<file path="config.mk">
export PLATFORM = sky130hd
export DESIGN_NAME = write_ring_with_offset_lookup
export DESIGN_NICKNAME = d
export VERILOG_FILES = /design/src/hw/rtl/wrol_pkg.sv /design/src/hw/rtl/wrol_cell.sv /design/src/hw/rtl/write_ring_with_offset_lookup.sv
export VERILOG_INCLUDE_DIRS = /design/src /design/src/hw/rtl
export SDC_FILE = /design/constraint.sdc
export NUM_CORES = 2
export LEC_CHECK = 0
export ABC_AREA = 1
export BUFFER_PORTS_ARGS = -buffer_cell sky130_fd_sc_hd__buf_2
export CORE_ASPECT_RATIO = 1.5
export CORE_MARGIN = 2
export CORE_UTILIZATION = 32
export CTS_CLUSTER_DIAMETER = 40
export DETAILED_ROUTE_END_ITERATION = 8
export GPL_TIMING_DRIVEN = 1
export PLACE_DENSITY = 0.45
export SETUP_SLACK_MARGIN = 0.3
export SLEW_MARGIN = 20
export SYNTH_ARGS = -nofsm -noshare
export SYNTH_HDL_FRONTEND = slang
export SYNTH_SLANG_ARGS = --single-unit
</file>
<file path="constraint.sdc">
create_clock -name clk -period 7.5 [get_ports clk]
set_input_delay 1.5 -clock clk [delete_from_list [all_inputs] [get_ports clk]]
set_output_delay 1.5 -clock clk [all_outputs]
set_load 0.01 [all_outputs]
</file>
<file path="src/hw/rtl/write_ring_with_offset_lookup_macros.svh">
// ----------------------------------------------------------------------------
// write ring assertion macros
// shared concurrent assertion forms, clocked on clk and quiet in reset
// ----------------------------------------------------------------------------
`ifndef WRITE_RING_WITH_OFFSET_LOOKUP_MACROS_SVH
`define WRITE_RING_WITH_OFFSET_LOOKUP_MACROS_SVH

// same-cycle implication
`define WROL_ASSERT_NOW(lbl, ante, cons, msg) \
  lbl: assert property (@(posedge clk) disable iff (!rst_n) (ante) |-> (cons)) \
    else $error(msg);

// next-cycle implication
`define WROL_ASSERT_NEXT(lbl, ante, cons, msg) \
  lbl: assert property (@(posedge clk) disable iff (!rst_n) (ante) |=> (cons)) \
    else $error(msg);

`endif

</file>
<file path="src/hw/rtl/wrol_pkg.sv">
// ----------------------------------------------------------------------------
// wrol_pkg
// field widths, request codes and the cell response type of the write ring
// ----------------------------------------------------------------------------
package wrol_pkg;

  localparam int LEN_W    = 16;
  localparam int HANDLE_W = 32;
  localparam int OFFS_W   = 20;
  localparam int SLOT_W   = 4;

  localparam logic KIND_ADD  = 1'b0;
  localparam logic KIND_FIND = 1'b1;

  // response of one cell when the find token ends there
  typedef struct packed {
    logic                done;
    logic                hit;
    logic [HANDLE_W-1:0] handle;
    logic [SLOT_W-1:0]   slot;
    logic [LEN_W-1:0]    inner;
  } cell_rsp_t;

endpackage

</file>
<file path="src/hw/rtl/wrol_cell.sv">
// ----------------------------------------------------------------------------
// wrol_cell
// one ring slot: holds a record and passes the find token to its neighbor
// ----------------------------------------------------------------------------
module wrol_cell #(
  parameter int                           CNT_W = 5,
  parameter logic [wrol_pkg::SLOT_W-1:0]  SLOT  = '0
) (
  input  logic                          clk,
  input  logic                          rst_n,
  input  logic                          hold,
  input  logic                          wr_en,
  input  logic [wrol_pkg::LEN_W-1:0]    wr_len,
  input  logic [wrol_pkg::HANDLE_W-1:0] wr_handle,
  output logic [wrol_pkg::HANDLE_W-1:0] old_handle,
  input  logic                          tok_in_v,
  input  logic [wrol_pkg::OFFS_W-1:0]   tok_in_rem,
  input  logic [CNT_W-1:0]              tok_in_left,
  output logic                          tok_out_v,
  output logic [wrol_pkg::OFFS_W-1:0]   tok_out_rem,
  output logic [CNT_W-1:0]              tok_out_left,
  output wrol_pkg::cell_rsp_t           rsp
);

  logic [wrol_pkg::LEN_W-1:0]    len_r;
  logic [wrol_pkg::HANDLE_W-1:0] handle_r;
  logic                          tok_v_r, tok_v_nxt;
  logic [wrol_pkg::OFFS_W-1:0]   tok_rem_r, tok_rem_nxt;
  logic [CNT_W-1:0]              tok_left_r, tok_left_nxt;
  logic                          in_range, found, finish;

  always_ff @(posedge clk) begin
    if (!rst_n) begin
      len_r    <= '0;
      handle_r <= '0;
    end else if (wr_en) begin
      len_r    <= wr_len;
      handle_r <= wr_handle;
    end
  end

  assign old_handle = wr_en ? handle_r : '0;

  assign in_range = tok_rem_r < wrol_pkg::OFFS_W'(len_r);
  assign found    = (tok_left_r != '0) && (len_r != '0) && in_range;
  assign finish   = (tok_left_r == '0) || (len_r == '0) || in_range;

  // token moves on to the next slot with the length taken off
  assign tok_out_v    = tok_v_r && !hold && !finish;
  assign tok_out_rem  = tok_rem_r - wrol_pkg::OFFS_W'(len_r);
  assign tok_out_left = tok_left_r - CNT_W'(1);

  always_comb begin
    rsp = '0;
    if (tok_v_r && !hold && finish) begin
      rsp.done = 1'b1;
      if (found) begin
        rsp.hit    = 1'b1;
        rsp.handle = handle_r;
        rsp.slot   = SLOT;
        rsp.inner  = tok_rem_r[wrol_pkg::LEN_W-1:0];
      end
    end
  end

  always_comb begin
    tok_v_nxt    = tok_v_r;
    tok_rem_nxt  = tok_rem_r;
    tok_left_nxt = tok_left_r;
    if (!hold) begin
      tok_v_nxt    = tok_in_v;
      tok_rem_nxt  = tok_in_rem;
      tok_left_nxt = tok_in_left;
    end
  end

  always_ff @(posedge clk) begin
    if (!rst_n) begin
      tok_v_r <= 1'b0;
    end else begin
      tok_v_r <= tok_v_nxt;
    end
  end

  always_ff @(posedge clk) begin
    tok_rem_r  <= tok_rem_nxt;
    tok_left_r <= tok_left_nxt;
  end

endmodule

</file>
<file path="src/hw/rtl/write_ring_with_offset_lookup.sv">
// ----------------------------------------------------------------------------
// write_ring_with_offset_lookup
// ring of DEPTH write records with lookup of the record holding a byte offset
// ----------------------------------------------------------------------------
//
//  channel | ports                                   | direction
//  --------+-----------------------------------------+----------
//  in      | in_valid/in_ready, kind, size, handle,  | request
//          | byte_pos                                |
//  out     | out_valid/out_ready, kind_echo, hit,    | result
//          | handle_out, slot_out, byte_in_entry     |
//
//  an add transaction is answered at the clock after it is taken
//  a find sends a token around the row of cells starting at the oldest slot,
//    one cell per cycle while hold does not freeze the walk
//  one request is in flight at a time; in_ready drops during a find walk
//  a result waiting on out_ready holds in_ready low until it is taken
//  synchronous active-low reset empties the ring; no clearing pass
//
module write_ring_with_offset_lookup #(
  parameter int DEPTH = 16
) (
  input  logic                          clk,
  input  logic                          rst_n,
  input  logic                          in_valid,
  output logic                          in_ready,
  input  logic                          in_kind,
  input  logic [wrol_pkg::LEN_W-1:0]    in_entry_size,
  input  logic [wrol_pkg::HANDLE_W-1:0] in_entry_handle,
  input  logic [wrol_pkg::OFFS_W-1:0]   in_byte_pos,
  output logic                          out_valid,
  input  logic                          out_ready,
  output logic                          out_kind_echo,
  output logic                          out_hit,
  output logic [wrol_pkg::HANDLE_W-1:0] out_handle_out,
  output logic [wrol_pkg::SLOT_W-1:0]   out_slot_out,
  output logic [wrol_pkg::LEN_W-1:0]    out_byte_in_entry
);

`include "write_ring_with_offset_lookup_macros.svh"

  localparam int IDX_W = $clog2(DEPTH);
  localparam int CNT_W = $clog2(DEPTH + 1);

  // ring pointers
  logic [IDX_W-1:0] wr_slot_r, wr_slot_nxt;
  logic [IDX_W-1:0] old_slot_r, old_slot_nxt;
  logic             ring_full_r, ring_full_nxt;
  logic [IDX_W-1:0] wr_slot_inc;

  // control
  logic busy_r, busy_nxt;
  logic hold, accept, add_go, find_go;

  // output register
  logic                          out_valid_r, out_valid_nxt;
  logic                          out_kind_r, out_hit_r;
  logic [wrol_pkg::HANDLE_W-1:0] out_handle_r;
  logic [wrol_pkg::SLOT_W-1:0]   out_slot_r;
  logic [wrol_pkg::LEN_W-1:0]    out_inner_r;

  // find setup
  logic [CNT_W:0]   cnt_wrap;
  logic [CNT_W-1:0] rec_count;

  // cell row wiring
  logic                          pass_v    [DEPTH];
  logic [wrol_pkg::OFFS_W-1:0]   pass_rem  [DEPTH];
  logic [CNT_W-1:0]              pass_left [DEPTH];
  logic [wrol_pkg::HANDLE_W-1:0] old_h     [DEPTH];
  wrol_pkg::cell_rsp_t           rsp_w     [DEPTH];
  logic [DEPTH-1:0]              tok_vec;
  wrol_pkg::cell_rsp_t           rsp_all;
  logic [wrol_pkg::HANDLE_W-1:0] evict_h;

  // a result waiting with nobody taking it freezes the walk
  assign hold     = out_valid_r && !out_ready;
  assign in_ready = !busy_r && !hold;
  assign accept   = in_valid && in_ready;
  assign add_go   = accept && (in_kind == wrol_pkg::KIND_ADD);
  assign find_go  = accept && (in_kind == wrol_pkg::KIND_FIND);

  assign wr_slot_inc = (wr_slot_r == IDX_W'(DEPTH - 1)) ? '0 : wr_slot_r + IDX_W'(1);

  // records stored, from oldest to newest
  assign cnt_wrap  = (CNT_W+1)'(wr_slot_r) + (CNT_W+1)'(DEPTH) - (CNT_W+1)'(old_slot_r);
  always_comb begin
    if (ring_full_r) begin
      rec_count = CNT_W'(DEPTH);
    end else if (wr_slot_r >= old_slot_r) begin
      rec_count = CNT_W'(wr_slot_r) - CNT_W'(old_slot_r);
    end else begin
      rec_count = CNT_W'(cnt_wrap);
    end
  end

  // row of cells, each handing the token to the next slot
  for (genvar i = 0; i < DEPTH; i++) begin : g_cell
    localparam int PREV = (i + DEPTH - 1) % DEPTH;
    logic                        inject;
    logic                        t_in_v;
    logic [wrol_pkg::OFFS_W-1:0] t_in_rem;
    logic [CNT_W-1:0]            t_in_left;

    assign inject    = find_go && (old_slot_r == IDX_W'(i));
    assign t_in_v    = inject || pass_v[PREV];
    assign t_in_rem  = inject ? in_byte_pos : pass_rem[PREV];
    assign t_in_left = inject ? rec_count : pass_left[PREV];

    wrol_cell #(
      .CNT_W (CNT_W),
      .SLOT  (wrol_pkg::SLOT_W'(i))
    ) u_cell (
      .clk          (clk),
      .rst_n        (rst_n),
      .hold         (hold),
      .wr_en        (add_go && (wr_slot_r == IDX_W'(i))),
      .wr_len       (in_entry_size),
      .wr_handle    (in_entry_handle),
      .old_handle   (old_h[i]),
      .tok_in_v     (t_in_v),
      .tok_in_rem   (t_in_rem),
      .tok_in_left  (t_in_left),
      .tok_out_v    (pass_v[i]),
      .tok_out_rem  (pass_rem[i]),
      .tok_out_left (pass_left[i]),
      .rsp          (rsp_w[i])
    );

    assign tok_vec[i] = pass_v[i] || rsp_w[i].done;
  end

  // only one cell answers at a time, so the answers merge by or
  always_comb begin
    rsp_all = '0;
    evict_h = '0;
    for (int i = 0; i < DEPTH; i++) begin
      rsp_all = wrol_pkg::cell_rsp_t'(rsp_all | rsp_w[i]);
      evict_h = evict_h | old_h[i];
    end
  end

  // pointer update on add
  always_comb begin
    wr_slot_nxt   = wr_slot_r;
    old_slot_nxt  = old_slot_r;
    ring_full_nxt = ring_full_r;
    if (add_go) begin
      wr_slot_nxt = wr_slot_inc;
      if (ring_full_r) begin
        old_slot_nxt = wr_slot_inc;
      end else if (wr_slot_inc == old_slot_r) begin
        ring_full_nxt = 1'b1;
      end
    end
  end

  always_comb begin
    busy_nxt = busy_r;
    if (find_go) begin
      busy_nxt = 1'b1;
    end else if (rsp_all.done) begin
      busy_nxt = 1'b0;
    end
  end

  always_comb begin
    out_valid_nxt = out_valid_r;
    if (add_go || rsp_all.done) begin
      out_valid_nxt = 1'b1;
    end else if (out_ready) begin
      out_valid_nxt = 1'b0;
    end
  end

  always_ff @(posedge clk) begin
    if (!rst_n) begin
      wr_slot_r   <= '0;
      old_slot_r  <= '0;
      ring_full_r <= 1'b0;
      busy_r      <= 1'b0;
      out_valid_r <= 1'b0;
    end else begin
      wr_slot_r   <= wr_slot_nxt;
      old_slot_r  <= old_slot_nxt;
      ring_full_r <= ring_full_nxt;
      busy_r      <= busy_nxt;
      out_valid_r <= out_valid_nxt;
    end
  end

  // result payload: add answers at once, find when its token stops
  always_ff @(posedge clk) begin
    if (add_go) begin
      out_kind_r   <= wrol_pkg::KIND_ADD;
      out_hit_r    <= ring_full_r;
      out_handle_r <= ring_full_r ? evict_h : '0;
      out_slot_r   <= wrol_pkg::SLOT_W'(wr_slot_r);
      out_inner_r  <= '0;
    end else if (rsp_all.done) begin
      out_kind_r   <= wrol_pkg::KIND_FIND;
      out_hit_r    <= rsp_all.hit;
      out_handle_r <= rsp_all.handle;
      out_slot_r   <= rsp_all.slot;
      out_inner_r  <= rsp_all.inner;
    end
  end

  assign out_valid         = out_valid_r;
  assign out_kind_echo     = out_kind_r;
  assign out_hit           = out_hit_r;
  assign out_handle_out    = out_handle_r;
  assign out_slot_out      = out_slot_r;
  assign out_byte_in_entry = out_inner_r;

  // checks
  `WROL_ASSERT_NOW(a_one_token, 1'b1, $onehot0(tok_vec), "more than one find token in the ring")
  `WROL_ASSERT_NOW(a_done_busy, rsp_all.done, busy_r, "cell answered with no find in flight")
  `WROL_ASSERT_NOW(a_full_ptrs, ring_full_r, wr_slot_r == old_slot_r, "split full pointers")
  `WROL_ASSERT_NEXT(a_evict_hit, add_go && ring_full_r, out_valid && out_hit, "no eviction")

endmodule

</file>
# Word-level counts from Yosys, hierarchy flattened
# Index checks and enable logic that the tools add are counted.
# Widths: inputs -> output; s select.
# totals
reg_bits,1249
latchBits,0
ramBits,0
romBits,0
in_bits,73
elab_cells,556
n_memories,0
# op_classes
n_addsub,36
n_mul,0
div,0
n_lt_le_gt_ge,17
eq_ne,31
n_shift,0
muxes,96
bitwise_logic,31
reduce_logical,255
# ops
cell,count
$mux 54,16
$mux 53,16
$or 54x54->54,15
$mux 32,19
$or 32x32->32,15
$lt 20x16->1,16
$mux 20,16
$sub 20x16->20,16
$logic_not 16->1,16
$reduce_bool 16->1,16
$logic_and 1x1->1,117
$mux 5,18
$logic_not 5->1,16
$reduce_bool 5->1,16
$sub 5x1->5 const B,16
$eq 4x4->1 const B,16
$logic_or 1x1->1,49
$eq 4x3->1 const B,8
$logic_not 1->1,19
$eq 4x2->1 const B,4
$mux 4,3
$eq 4x1->1 const B,2
$logic_not 4->1,2
$mux 1,8
9 further kinds,11

# Depth between registers and ports, before layout
# logic_depth
ltp_word,25
ltp_mapped,21
depth_no_buf,20

# By module
# Synthesis repeated with hierarchy kept, for this count alone.
# unflattened
cells_unflattened,12375
area_unflattened_um2,82046.2
# modules_own_cells
mod,n_inst,cells_each,area_each_um2,seq_area_each_um2
wrol_cell at g_cell[0].u_cell ...,14,643,4445.5,1731.7
write_ring_with_offset_lookup,1,2085,10974.3,1671.6
wrol_cell at g_cell[15].u_cell,1,642,4441.8,1731.7
wrol_cell at g_cell[9].u_cell,1,646,4393.0,1731.7

# Least setup slack after synthesis
# Ideal clock, no wire load.
# synth_path
kind,input to register
from,in out_ready
to,"reg out_handle_r, in the netlist out_handle_out[0] (enable)"
arrival_ns,5.558
t_required_ns,7.097
setup_slack_ns,1.539
stages,9
path_cell_list,or2_1 buf_4 buf_6 nand2_1 a21oi_4 inv_2 nand2_2 nor2_8 nand4_1
# synth_between
elab_chain_cells,22
# synth_rtl
element,line_no,rtl
"start, declared",write_ring_with_offset_lookup.sv:32,"input logic out_ready,"
$logic_not 1->1 (*),write_ring_with_offset_lookup.sv:77,assign hold = out_valid_r && !out_ready;
$logic_and 1x1->1 (*),write_ring_with_offset_lookup.sv:77,
$logic_not 1->1 (*),"wrol_cell.sv:55, write_ring_with_offset_lookup.sv:78",
$logic_and 1x1->1 (2 in a row),wrol_cell.sv:55,if (tok_v_r && !hold && finish) begin
$mux 54,wrol_cell.sv:55,
$or 54x54->54 (15 in a row),write_ring_with_offset_lookup.sv:138,rsp_all = wrol_pkg::cell_rsp_t'(rsp_all | rsp_w[i]);
$reduce_bool 2->1 (no line) (*),-,
"end signal, assigned",write_ring_with_offset_lookup.sv:197,out_handle_r <= ring_full_r ? evict_h : '0;
"end signal, assigned",write_ring_with_offset_lookup.sv:203,out_handle_r <= rsp_all.handle;
"end, declared",write_ring_with_offset_lookup.sv:58,logic [wrol_pkg::HANDLE_W-1:0] out_handle_r;
# Mark *: on every way between the ends. The rest lies on a longest branch, timed or not.
# A chain may end at the register's enable or synchronous reset.

# Worst setup path in the final report
# layout_path
from,in out_ready
to,out in_ready
# layout_between
elab_chain_cells,4
# layout_rtl
element,line_no,rtl
$logic_not 1->1,write_ring_with_offset_lookup.sv:77,
$logic_and 1x1->1,write_ring_with_offset_lookup.sv:77,
$logic_not 1->1,write_ring_with_offset_lookup.sv:78,assign in_ready = !busy_r && !hold;
$logic_and 1x1->1,write_ring_with_offset_lookup.sv:78,
"end, declared",write_ring_with_offset_lookup.sv:26,"output logic in_ready,"
# Every way passes these cells.

==> metrics.cfg <==
[status]
status=finished clean

[cells_and_area]
fin_util_pct=36.8
fin_cells=12500
fillers=23500
drive_gt1_share_pct=8.64
area_growth_pct=14.4
layout.nets=9811

[worst_setup_path]
end_kind=output port
critPathArrivalTime_ps=3590
cp_cell_sequence=buf_2, or2_4, buf_4, inv_2, nor2_1, buf_2
crit_type=in2out
cp.required_ps=6000
cp_common_cell=buf_2
worstSetupStartpointType=primary input
cpPeakStageDelay_ps=650
cp_max_fo=51
worst-path-buf-inv=4
path_delay_family=buffers and inverters
cpMaxStageDelayCell=buf_4

[synth]
ys_top_cells_by_area=dfxtp_1 (23%), edfxtp_1 (18%), o21ai_0 (9.6%)
synth_cell_type_count=59
synth-seq-area-share_pct=41.1
synth_nets=9920
synthArstFlopShare_pct=0
ys_ff_latch=1249
avgSynthCellArea_um2=7.48
ys_warn_count=0
synth_cells=9550
syn_area_mm2=0.0715
synth-edff-count=437
synth_top_area_share_pct=22.7
yosysTopAreaCell=dfxtp_1
yosys_most_used_dff=dfxtp_1

[drt]
wl_per_cell_um=31.0
num_vias=70800
drc=0
vias_per_cell=5.66
drt_iter0_markers=6919
ant_nets=0
dr.pass1.iters=6
wl_um=389000

[sta]
setup_viol=0
relSlewSlack_pct=14.3
timing.fmax_mhz=197
slew_viol_final=0
rsz0062_at_grt=false
finClkSkew_ps=96.3
setup_slack_ps=2410
hold_violations=0
setup_tns_ps=0
min_period_ps=5090
period_share_pct=67.8
tightest_slew_ps=1290

[clock_network]
post_cts_resized=0
path_clk_slew_ps=50
cts_buffers=203
cts_sinks=1249
ctsHoldBuffers=0
postCtsSetupBuffers=0
insertion_delay_ps=910
cts_root_buf=clkbuf_16
cts_tree=yes
htreeDepth=4
clk_path_buf_depth=4

[global_routing]
grt_first_pass_wirelength_um=533000
grt_util_met2_pct=55.9
gr-max-usage-layer=met2
gr-usage-all-layers_pct=33.2
gr-total-overflow=0
grt_max_degree=123
antenna_found_initial=32
grt_pass1_vias=67600
gr-usage-met1_pct=36.0
globalRouteMet3Util_pct=5.28

[placement]
place_inst=12100
dp_slack_ps=2070
dpl.hpwl_um=267000
globalplace.congestion=1.01
io_buffers=128

[pwr]
total_leakage_power_nw=32.3
power_density_mw_per_mm2=389
irDropWorstVdd_v=0.000185
power.total_mw=31.8

[floorplan]
fp.coreArea_mm2=0.222
rows=212
start_util_pct=32.1
ios=129
die_w_um=390
die_area_mm2=0.227
die_h_um=583

[flow_run]
max-cap-violations=0

[hold_path]
worstHoldPathType=reg2reg

[where the power goes]
group | internal, mW | total, mW | switching (mW) | leakage, nW
clock | 6.23 | 10.0 | 3.78 | 3.46
combinational | 3.64 | 10.7 | 7.09 | 17.7
sequential | 9.09 | 11.1 | 2.01 | 11.1
[cells in the final DEF (no fill, tap or decap), types with 148 or more instances in the layout]
cell       instances
xor2_1           173
edfxtp_1         437
o21ai_0         1373
ha_1             280
inv_1           1031
nand3_1          315
buf_4            148
a21oi_1          879
nand4_1          411
o22ai_1          167
clkbuf_16        214
dfxtp_1          811
nand2_1         1453
nor2_1           934
[metal layers]
metal / up-vias / share of wire (%)
li1: 32300 / -
met2: 3215 / 47
met4: 6 / 11
met1: 34200 / 36
met3: 1157 / 6.6
met5: - / 0.0095
[tightest hold or removal path, delay by kind of cell (launching register included)]
kind | cells | cell delay [ps]
flip-flops | 1 | 290
AO/OA/AOI/OAI | 1 | 60
buffers and inverters | 1 | 70
[cell families after synthesis]
family | Yosys count | share of synthesized area, %
AOI/OAI and AO/OA | 2713 | 20.3
and+or+nand+nor | 3346 | 20.6
xor gates and xnor gates | 268 | 3.29
DFF | 1249 | 41.1
buffers and inverters | 1677 | 9.33
adders and majority gates | 297 | 5.38
[state kept, by name, indices dropped and copies added, names as in the netlist]
signal	cells
ring_full_r	1
wr_slot_r	4
out_byte_in_entry	16
g_cell.u_cell.tok_left_r	80
busy_r	1
g_cell.u_cell.tok_v_r	16
g_cell.u_cell.tok_rem_r	320
g_cell.u_cell.handle_r	512
out_hit	1
out_valid	1
g_cell.u_cell.len_r	256
out_slot_out	4
old_slot_r	4
out_handle_out	32
out_kind_echo	1
[final timing paths]
kind	start	endpoint	slack [ps]	depth (start not counted)
worst max-delay path	out_ready	in_ready	2410	6
worst max register to register	g_cell[0].u_cell.tok_rem_r[1]$_DFFE_PN_	out_handle_out[31]$_DFFE_PP_	2640	17
worst min register to register	g_cell[14].u_cell.handle_r[27]$_SDFFE_PN0P_	g_cell[14].u_cell.handle_r[27]$_SDFFE_PN0P_	470	2
worst min-delay path	g_cell[14].u_cell.handle_r[27]$_SDFFE_PN0P_	g_cell[14].u_cell.handle_r[27]$_SDFFE_PN0P_	470	2
[Yosys cell counts, types with 3 or more instances]
cell,count
edfxtp_1,437
and2_1,4
buf_1,18
nand2_1,1461
o21ai_2,4
nor2_4,6
nor3_1,51
or2_2,30
xnor2_1,95
o21ai_0,1375
inv_1,1036
a221oi_1,58
o211ai_1,28
a211oi_1,27
fa_1,17
clkinv_1,4
a21oi_1,879
nand3_2,23
buf_6,11
nor4_1,17
clkbuf_1,391
nand4_1,411
ha_1,280
nand3_1,320
a21o_1,59
nand2_2,17
o31ai_1,3
buf_4,20
o21bai_1,10
nand2_4,3
o22ai_1,167
o21ai_1,29
dfxtp_1,812
nand3_4,4
nor2_1,945
o2111ai_1,11
buf_2,156
a31oi_1,55
inv_2,38
nor2_2,30
or2_1,3
xor2_1,173
nand3b_1,11
[area by class of cell]
cell class | instances | area (µm²) | share of cell area [%]
clock buffer | 252 | 5700 | 6.97
antenna | 28 | 70.1 | 0.0857
sequential | 1249 | 29400 | 35.9
inverter | 1079 | 4060 | 4.96
tap | 2889 | 3610 | 4.42
multi-input combinational | 6624 | 35700 | 43.6
timing repair buffer | 284 | 1920 | 2.35
clock inverter | 115 | 1370 | 1.68
[through the flow]
step | hold slack, ps | cell area, µm²
2_1_floorplan | 439 | 71500
3_3_place_gp | 454 | 74600
3_5_place_dp | 458 | 74600
4_1_cts | 467 | 81700
5_1_grt | 485 | 81700
6_report | 469 | 81800
Power figures use the tool's default switching activity.
